[src/sv/line_sensor_pd_steering_defines.svh]
// Assertion macros for the line sensor PD steering block.
// No dependencies; included by the files that carry assertions.
`ifndef LINE_SENSOR_PD_STEERING_DEFINES_SVH
`define LINE_SENSOR_PD_STEERING_DEFINES_SVH

// Check that a condition implies another in the same cycle.
`define LSPS_ASSERT_IMP(label, clock, reset, ante, cons, msg) \
  label: assert property (@(posedge clock) disable iff (reset) (ante) |-> (cons)) \
    else $error(msg);

// Check that a condition implies another in the next cycle.
`define LSPS_ASSERT_NEXT(label, clock, reset, ante, cons, msg) \
  label: assert property (@(posedge clock) disable iff (reset) (ante) |=> (cons)) \
    else $error(msg);

`endif

[src/sv/lsps_pkg.sv]
// Types and constants shared by the line sensor PD steering modules.
// No dependencies.
package lsps_pkg;

  // Line error in tenths, signed
  typedef logic signed [5:0] error_t;

  // Configuration register indexes
  localparam logic [1:0] CFG_KP_GAIN    = 2'd0;
  localparam logic [1:0] CFG_KD_GAIN    = 2'd1;
  localparam logic [1:0] CFG_BASE_SPEED = 2'd2;

  // Register reset values
  localparam logic [11:0] KP_GAIN_RESET    = 12'd1050;
  localparam logic [9:0]  KD_GAIN_RESET    = 10'd75;
  localparam logic [11:0] BASE_SPEED_RESET = 12'd1100;

  // Magnitude of a wheel value in tenths stays below 2**18
  localparam int MAG_W = 18;
  // Reciprocal of ten: ceil(2**21 / 10), exact for magnitudes below 2**18
  localparam int DIV10_SHIFT = 21;
  localparam logic [MAG_W-1:0] DIV10_MUL = 18'd209716;
  localparam int PROD_W = 2 * MAG_W;

endpackage

[src/sv/lsps_decoder.sv]
// Priority decoder from the 9 sensor bits to a line error in tenths.
// Depends on lsps_pkg.
module lsps_decoder (
  input  logic [8:0]      sensor_bits,
  input  lsps_pkg::error_t last_error,
  output lsps_pkg::error_t line_error
);
  import lsps_pkg::*;

  logic [8:0] edge_bits;

  assign edge_bits = sensor_bits & 9'h183;

  // Center patterns first, then the outer sensors; hold the last error on no match
  always_comb begin
    case (sensor_bits)
      9'h038:  line_error = 6'sd0;
      9'h078:  line_error = 6'sd3;
      9'h03C:  line_error = -6'sd3;
      9'h070:  line_error = 6'sd5;
      9'h01C:  line_error = -6'sd5;
      9'h060:  line_error = 6'sd8;
      9'h00C:  line_error = -6'sd8;
      default: begin
        case (edge_bits)
          9'h002:  line_error = -6'sd14;
          9'h003:  line_error = -6'sd25;
          9'h080:  line_error = 6'sd15;
          9'h180:  line_error = 6'sd25;
          9'h000:  line_error = 6'sd0;
          default: line_error = last_error;
        endcase
      end
    endcase
  end

endmodule

[src/sv/lsps_wheel.sv]
// Divide a wheel value in tenths by ten, truncating toward zero.
// Depends on lsps_pkg for the reciprocal constant and widths.
module lsps_wheel (
  input  logic [lsps_pkg::MAG_W-1:0] mag,
  input  logic                       neg,
  output logic signed [15:0]         speed
);
  import lsps_pkg::*;

  logic [PROD_W-1:0] prod;
  logic [15:0]       quot;

  // Multiply by the reciprocal; the magnitude is truncated, so sign goes on after
  assign prod = PROD_W'(mag) * PROD_W'(DIV10_MUL);
  assign quot = 16'(prod[PROD_W-1:DIV10_SHIFT]);

  // Quotient stays below 19448, so the 16-bit result never saturates
  assign speed = neg ? -$signed(quot) : $signed(quot);

endmodule

[src/sv/line_sensor_pd_steering.sv]
// Line sensor PD steering: takes one 9-bit sensor sample per clock unless stalled and
// returns four wheel speeds and the decoded line error through stages A, B and C.
// A sample may be transferred every cycle; the pipeline (decode and gain multiply,
// sum, divide by ten through a reciprocal multiply) moves as one, so a stalled
// result holds every stage and in_stall follows out_valid and out_stall.
// Write the gain and speed registers only while no sample is in flight.
// Depends on lsps_pkg, lsps_decoder, lsps_wheel and the assertion header.
`include "line_sensor_pd_steering_defines.svh"

module line_sensor_pd_steering (
  input  logic                    clk,
  input  logic                    rst,
  // Configuration writes
  input  logic                    cfg_write,
  input  logic [1:0]              cfg_index,
  input  logic [11:0]             cfg_data,
  // Sensor samples
  input  logic                    in_valid,
  output logic                    in_stall,
  input  logic [8:0]              sensor_bits,
  // Wheel speeds
  output logic                    out_valid,
  input  logic                    out_stall,
  output logic signed [15:0]      wheel_one,
  output logic signed [15:0]      wheel_two,
  output logic signed [15:0]      wheel_three,
  output logic signed [15:0]      wheel_four,
  output lsps_pkg::error_t        line_error
);
  import lsps_pkg::*;

  logic        advance;

  // Configuration registers
  logic [11:0] kp_gain;
  logic [9:0]  kd_gain;
  logic [11:0] base_speed;

  // Decode state
  error_t      last_error;

  // Stage A: registered sample
  logic        a_valid;
  logic [8:0]  a_sensor;
  error_t      a_error_next;
  logic signed [6:0]  diff;
  logic signed [17:0] pterm_next;
  logic signed [16:0] dterm_next;

  // Stage B: gain products
  logic               b_valid;
  error_t             b_error;
  logic signed [17:0] b_pterm;
  logic signed [16:0] b_dterm;
  logic signed [18:0] sum;
  logic [15:0]        base_x10;
  logic signed [19:0] plus_val;
  logic signed [19:0] minus_val;
  logic signed [19:0] plus_abs;
  logic signed [19:0] minus_abs;

  // Stage C: wheel magnitudes in tenths
  logic             c_valid;
  error_t           c_error;
  logic [MAG_W-1:0] c_plus_mag;
  logic             c_plus_neg;
  logic [MAG_W-1:0] c_minus_mag;
  logic             c_minus_neg;
  logic signed [15:0] plus_speed;
  logic signed [15:0] minus_speed;

  // Whole pipeline moves unless a finished result is held
  assign advance  = !(out_valid && out_stall);
  assign in_stall = !advance;

  // Decode against the error left by the previous sample
  lsps_decoder u_decoder (
    .sensor_bits (a_sensor),
    .last_error  (last_error),
    .line_error  (a_error_next)
  );

  assign diff       = 7'(a_error_next) - 7'(last_error);
  assign pterm_next = $signed({6'b000000, kp_gain}) * 18'(a_error_next);
  assign dterm_next = $signed({7'b0000000, kd_gain}) * 17'(diff);

  // Form base*10 +/- the PD numerator and split into sign and magnitude
  assign sum       = 19'(b_pterm) + 19'(b_dterm);
  assign base_x10  = 16'({base_speed, 3'b000}) + 16'({base_speed, 1'b0});
  assign plus_val  = $signed({4'b0000, base_x10}) + 20'(sum);
  assign minus_val = $signed({4'b0000, base_x10}) - 20'(sum);
  assign plus_abs  = plus_val[19] ? -plus_val : plus_val;
  assign minus_abs = minus_val[19] ? -minus_val : minus_val;

  lsps_wheel u_wheel_plus (
    .mag   (c_plus_mag),
    .neg   (c_plus_neg),
    .speed (plus_speed)
  );

  lsps_wheel u_wheel_minus (
    .mag   (c_minus_mag),
    .neg   (c_minus_neg),
    .speed (minus_speed)
  );

  // Control state: configuration, stage valids and the held error
  always_ff @(posedge clk) begin
    if (rst) begin
      kp_gain    <= KP_GAIN_RESET;
      kd_gain    <= KD_GAIN_RESET;
      base_speed <= BASE_SPEED_RESET;
      last_error <= '0;
      a_valid    <= 1'b0;
      b_valid    <= 1'b0;
      c_valid    <= 1'b0;
      out_valid  <= 1'b0;
    end else begin
      if (cfg_write) begin
        case (cfg_index)
          CFG_KP_GAIN:    kp_gain    <= cfg_data;
          CFG_KD_GAIN:    kd_gain    <= cfg_data[9:0];
          CFG_BASE_SPEED: base_speed <= cfg_data;
          default: ;
        endcase
      end
      if (advance) begin
        a_valid   <= in_valid;
        b_valid   <= a_valid;
        c_valid   <= b_valid;
        out_valid <= c_valid;
        if (a_valid) begin
          last_error <= a_error_next;
        end
      end
    end
  end

  // Payload: advance all stages together
  always_ff @(posedge clk) begin
    if (advance) begin
      a_sensor    <= sensor_bits;
      b_error     <= a_error_next;
      b_pterm     <= pterm_next;
      b_dterm     <= dterm_next;
      c_error     <= b_error;
      c_plus_mag  <= plus_abs[MAG_W-1:0];
      c_plus_neg  <= plus_val[19];
      c_minus_mag <= minus_abs[MAG_W-1:0];
      c_minus_neg <= minus_val[19];
      wheel_three <= plus_speed;
      wheel_one   <= -plus_speed;
      wheel_two   <= -minus_speed;
      wheel_four  <= -minus_speed;
      line_error  <= c_error;
    end
  end

  `LSPS_ASSERT_IMP(a_wheel_mirror, clk, rst, out_valid, (wheel_one + wheel_three) == 16'sd0, "wheel one is not the negation of wheel three")
  `LSPS_ASSERT_IMP(a_wheel_pair, clk, rst, out_valid, wheel_two == wheel_four, "wheels two and four differ")
  `LSPS_ASSERT_IMP(a_error_range, clk, rst, out_valid, (line_error >= -6'sd25) && (line_error <= 6'sd25), "line error out of range")
  `LSPS_ASSERT_NEXT(a_latency, clk, rst, (in_valid && !in_stall) ##1 !in_stall ##1 !in_stall ##1 !in_stall, out_valid, "result missing four cycles after transfer")

endmodule

[config.mk]
export PLATFORM = sky130hd
export DESIGN_NAME = line_sensor_pd_steering
export DESIGN_NICKNAME = d
export VERILOG_FILES = /design/src/sv/lsps_pkg.sv /design/src/sv/lsps_decoder.sv /design/src/sv/lsps_wheel.sv /design/src/sv/line_sensor_pd_steering.sv
export VERILOG_INCLUDE_DIRS = /design/src /design/src/sv
export SDC_FILE = /design/constraint.sdc
export NUM_CORES = 1
export LEC_CHECK = 0
export BUFFER_PORTS_ARGS = -buffer_cell sky130_fd_sc_hd__buf_2
export CORE_ASPECT_RATIO = 0.7
export CORE_MARGIN = 2
export CORE_UTILIZATION = 40
export DETAILED_ROUTE_END_ITERATION = 16
export PLACE_DENSITY_LB_ADDON = 0.1
export SLEW_MARGIN = 30
export SYNTH_ARGS = -nofsm -noshare
export SYNTH_HDL_FRONTEND = slang
export SYNTH_SLANG_ARGS = --single-unit
[constraint.sdc]
create_clock -name clk -period 19.7 [get_ports clk]
set_input_delay 0.985 -clock clk [delete_from_list [all_inputs] [get_ports clk]]
set_output_delay 0.985 -clock clk [all_outputs]
set_load 0.05 [all_outputs]
# After elaboration in Yosys (flattened, before gate mapping)
# Index checks and enable logic that the tools add are counted.
# op_classes
reduce_logical,7
muxes,6
mul,4
addsub,11
eq_ne,13
bitwise_logic,1
# op_table
cell,n
multiplier 18 x 16 -> 34 bit (second input constant),2
case mux 6 bit (7 select lines),1
two-way mux 18 bit,2
negation 18 bit,2
two-way mux 16 bit,2
negation 15 -> 16 bit,2
negation 16 bit,2
case mux 6 bit (5 select lines),1
== test 9 x 7 -> 1 bit (second input constant),3
adder 17 x 19 -> 20 bit,1
subtractor 17 x 19 -> 20 bit,1
adder 18 x 17 -> 19 bit,1
== test 9 x 6 -> 1 bit (second input constant),2
multiplier 13 x 6 -> 18 bit,1
multiplier 11 x 7 -> 17 bit,1
adder 15 x 13 -> 16 bit,1
== test 9 x 4 -> 1 bit (second input constant),1
== test 9 x 5 -> 1 bit (second input constant),1
zero test 9 bit,1
== test 4 x 2 -> 1 bit (second input constant),2
AND reduction 2 bit,4
subtractor 6 x 6 -> 7 bit,1
== test 4 x 3 -> 1 bit (second input constant),1
== test 4 bit (second input constant),1
other kinds (5),5
# totals
inputBits,28
register_bits,192
out_inout_bits,72
wordCells,63

# Logic depth before layout (Yosys ltp)
# depth
word_depth,5
mapped_depth,37
mapped_depth_nobuf,35

# Hierarchy
# A second synthesis with hierarchy kept.
# unflattened
cells_unflattened,2811
area_unflattened_um2,26751.9
# modules_own_cells
module,area_per_inst_um2,cells_per_inst,seq_area_each_um2,instances
line_sensor_pd_steering,14873.0,1498,5265.0,1
lsps_wheel (u_wheel_minus),5790.6,638,0.0,1
lsps_wheel (u_wheel_plus),5766.8,627,0.0,1
lsps_decoder,321.6,48,0.0,1

# Least setup slack after synthesis
# No wires, ideal clock.
# synth_timing
path_kind,register -> register
startpoint,register c_plus_mag[3]
endpoint,register wheel_one[15] (data pin)
stages_incl_launch_ff,25
required_ns,19.438
setup_slack_ns,12.615
arrival_time_ns,6.823
period_less_slack_ns,7.085
setup_ns,0.262
path_buffers,0
cell_sequence,edfxtp_1 ha_1 inv_1 fa_1 inv_1 fa_1 fa_1 inv_1 fa_1 fa_1 inv_1 ha_1 a21oi_1 o211ai_1 o2111a_1 or4_1 a22o_1 or4_4 o2111ai_2 o211ai_2 xor2_2 nand3b_4 nor4_4 nand3b_1 xor2_1
# synth_via
elab_chain_len,4
# synth_rtl
item,line_no,text
from (decl),line_sensor_pd_steering.sv:65,logic [MAG_W-1:0] c_plus_mag;
from (signal assigned),line_sensor_pd_steering.sv:147,c_plus_mag <= plus_abs[MAG_W-1:0];
multiplier 18 x 16 -> 34 bit (*),lsps_wheel.sv:14,assign prod = PROD_W'(mag) * PROD_W'(DIV10_MUL);
negation 15 -> 16 bit,lsps_wheel.sv:18,assign speed = neg ? -$signed(quot) : $signed(quot);
two-way mux 16 bit (*),lsps_wheel.sv:18,
via plus_speed[7],line_sensor_pd_steering.sv:69,logic signed [15:0] plus_speed;
negation 16 bit (*),line_sensor_pd_steering.sv:152,wheel_one <= -plus_speed;
to (signal assigned),line_sensor_pd_steering.sv:152,
to (decl),line_sensor_pd_steering.sv:24,"output logic signed [15:0] wheel_one,"
# Mark *: on every way through the listed nets, which the timed path passes. The rest lies on a longest branch.
# A chain may end at the register's enable or synchronous reset.

# Worst setup path after layout
# layout_timing
startpoint,register a_sensor[0]
endpoint,register b_dterm[16] (data pin)
# layout_via
elab_chain_len,5
elab_cells_between_ends,16
classes_between,1 x add/sub; 1 x mul; 11 x eq/ne; 2 x mux; 1 x reduce/logical
# layout_rtl
item,line_no,text
from (decl),line_sensor_pd_steering.sv:44,logic [8:0] a_sensor;
from (signal assigned),line_sensor_pd_steering.sv:142,a_sensor <= sensor_bits;
zero test 9 bit (tied with other cells),lsps_decoder.sv:25,case (edge_bits)
case mux 6 bit (5 select lines),lsps_decoder.sv:25,
case mux 6 bit (7 select lines) (*),lsps_decoder.sv:16,case (sensor_bits)
subtractor 6 x 6 -> 7 bit (*),line_sensor_pd_steering.sv:83,assign diff = 7'(a_error_next) - 7'(last_error);
multiplier 11 x 7 -> 17 bit (*),line_sensor_pd_steering.sv:85,"assign dterm_next = $signed({7'b0000000, kd_gain}) * 17'(diff);"
via dterm_next[16],line_sensor_pd_steering.sv:48,logic signed [16:0] dterm_next;
to (signal assigned),line_sensor_pd_steering.sv:145,b_dterm <= dterm_next;
to (decl),line_sensor_pd_steering.sv:54,logic signed [16:0] b_dterm;
# Marks and branches as above.

==> flow_summary.toml <==
[global_routing]
grt_pass1_wl_um = 102600
grtUsageMet1 = 0.2962
gr-usage-all-layers = 0.1930
grt_max_degree = 65
antenna_found_initial = 0
grtUsageMet3 = 0.02735
grtUsageMet2 = 0.2886
top_usage_layer = "met1"
grt_overflow_total = 0
grt_pass1_vias = 18930

[drt]
vias = 18596
firstDrtPassIters = 8
wl_um = 61920
drtAntennaViolNets = 0
avgRoutedWirePerCell_um = 16.67
initialDrtViolationCount = 1065
drc = 0
routed_via_density = 5.007

[min_path]
hold_depth = 0
min_from = "c_error[1]"
hp-class = "reg -> reg"
holdPathEnd = "line_error[1]"

[logic_synthesis]
yosys_warnings = 0
synth_area_leaders = "fa_1, ha_1, edfxtp_1"
synth.largest_area_cell = "fa_1"
ys_ff_latch = 190
ys_async_sr_fraction = 0
synth_common_cells = "inv_1, ha_1, fa_1"
ys_types = 92
yosys_most_used_dff = "edfxtp_1"
syn-num-nets = 3482
yosysMostFrequentCell = "inv_1"
syn_area_um2 = 26240
avgSynthCellArea_um2 = 9.533
synth_edf_count = 146
seq_area_frac_synth = 0.2007
synth_top_area_frac = 0.2076
synth_cells = 2752

[setup_path]
worstPathArrival_ns = 8.26
r2r_cells = 32
crit_start = "a_sensor[0]"
critPathSlowestCell = "xor2_1"
crit_buf_inv = 5
critical_path.max_fanout = 14
cpLargestDelayFamily = "adder cells"
r2r_start = "a_sensor[0]"
crit_type = "reg -> reg"
critical-path-max-stage-delay_ns = 0.73
worstReg2RegEnd = "b_dterm[16]"
endpoint_kind = "register"
cp.depth = 32
cp_data_required_time_ns = 19.96
rrSetupSlack_ns = 11.70
crit_path_start_kind = "register"

[final_layout]
drive_gt1_frac = 0.06669
synthToLayoutAreaGrowth_pct = 7.550
finalNetCount = 3551
diodes = 0

[status]
status = "finished clean"

[sta]
worst_pin_slew_ns = 0.9228
rsz0062_at_grt = "false"
tns_ns = 0
setup_violations = 0
drv_slew = 0
period_minus_slack_ns = 8.001
slew_headroom = 0.3804
hold_viol_final = 0
min_period_over_period = 0.4061
clock_skew_ns = 0.01628
fmax_mhz = 125.0

[clocking]
cts_tree = "built"
clock_path_buffers = 2
cts_made_buffers = 17
cts_root_buf = "clkbuf_16"
clkSlewWorstSetupHoldPaths_ns = 0.08
htree_levels = 4
post_cts_resized = 0
cts_setup_buffers = 0
clock_sinks = 190
clock_latency_ns = 0.50
postCtsHoldBufs = 0

[floorplanning]
die-area_um2 = 67690
chipWidth_um = 310.1
pin_count = 100
die_h_um = 218.3
rows = 78
core_um2 = 64800
initial_core_util = 0.4049

[placement]
gp_congestion = 0.8829
dp_hpwl_um = 52970
numPortBuffers = 99

[job]
maxCapViolations = 0
layout make-up:
type / instances / area [um^2]
Timing Repair Buffer: 107 / 555.5
Clock inverter: 14 / 148.9
Fill cell: 6391 / 36590
Inverter: 545 / 2046
Tap cell: 880 / 1101
Sequential cell: 190 / 5265
Multi-Input combinational cell: 1960 / 18670
Clock buffer: 18 / 430.4
metal layers:
metal,vias up,share of wire
li1,9249,-
met1,9042,0.54
met2,268,0.42
met3,37,0.032
met4,0,0.011
met5,-,0
metrics by stage:
stage | setup slack [ns] | hold WS, ns | utilization | cell area, um^2 | std cells
floorplan | 12.61 | 0.4003 | - | 26240 | 2752
global placement | 11.68 | 0.4138 | 0.4262 | 27620 | 3682
detailed placement | 11.66 | 0.4107 | 0.4264 | 27630 | 3682
CTS | 11.65 | 0.4292 | 0.4353 | 28210 | 3714
global route | 11.02 | 0.4312 | 0.4354 | 28220 | 3714
finish | 11.70 | 0.4268 | 0.4354 | 28220 | 3714
worst register-to-register path: cells and delay by family (launching register included):
kind	cells	cell delay [ns]
fa+ha+maj	7	2.96
compound gates	11	1.63
simple gates	7	1.49
xor+xnor	2	0.80
flops	1	0.52
buf+inv	5	0.36
how the worst max path moves through the flow:
stage                         end  slack [ns]
floorplan           wheel_one[15]       12.61
global route          b_dterm[16]       11.02
detailed placement  wheel_one[14]       11.66
finish                b_dterm[16]       11.70
CTS                 wheel_one[14]       11.65
global placement      b_dterm[16]       11.68
logic make-up (layout without fill, tap and decap cells):
kind of cell / count (synthesis) / after routing / synth area share
multiplexers: 8 / 8 / 0.003052
flip-flops: 190 / 190 / 0.2007
XOR/XNOR: 201 / 201 / 0.06739
AO/OA/AOI/OAI: 428 / 428 / 0.1068
adder cells (fa/ha/maj): 702 / 702 / 0.4126
buffers and inverters: 602 / 684 / 0.08871
AND/OR/NAND/NOR: 621 / 621 / 0.1207
registers in the layout, indices dropped and copies added, names as in the netlist, 6 cells and up:
register and flops:
base_speed 12, a_sensor 9, kd_gain 10, wheel_four 16, c_error 6, last_error 6, b_pterm 18, b_dterm 17
line_error 6, c_plus_mag 18, kp_gain 12, b_error 6, wheel_one 16, c_minus_mag 17, wheel_three 15
cells in the final DEF, fill, tap and decap left out, types with 21 or more instances in the layout:
master,count
nor3_1,46
nor2_1,95
or2_2,21
a21o_1,33
inv_1,544
buf_2,99
nor2b_1,35
o21ai_0,61
xor2_1,57
nand3_1,31
a21oi_1,149
and3_1,21
fa_1,272
xnor2_1,141
nand2_1,219
edfxtp_1,146
o21bai_1,38
dfxtp_1,44
ha_1,430
and2_1,52
Power is not shown: default switching activity piles up to over one toggle a cycle in this logic, so the estimate is an artifact.
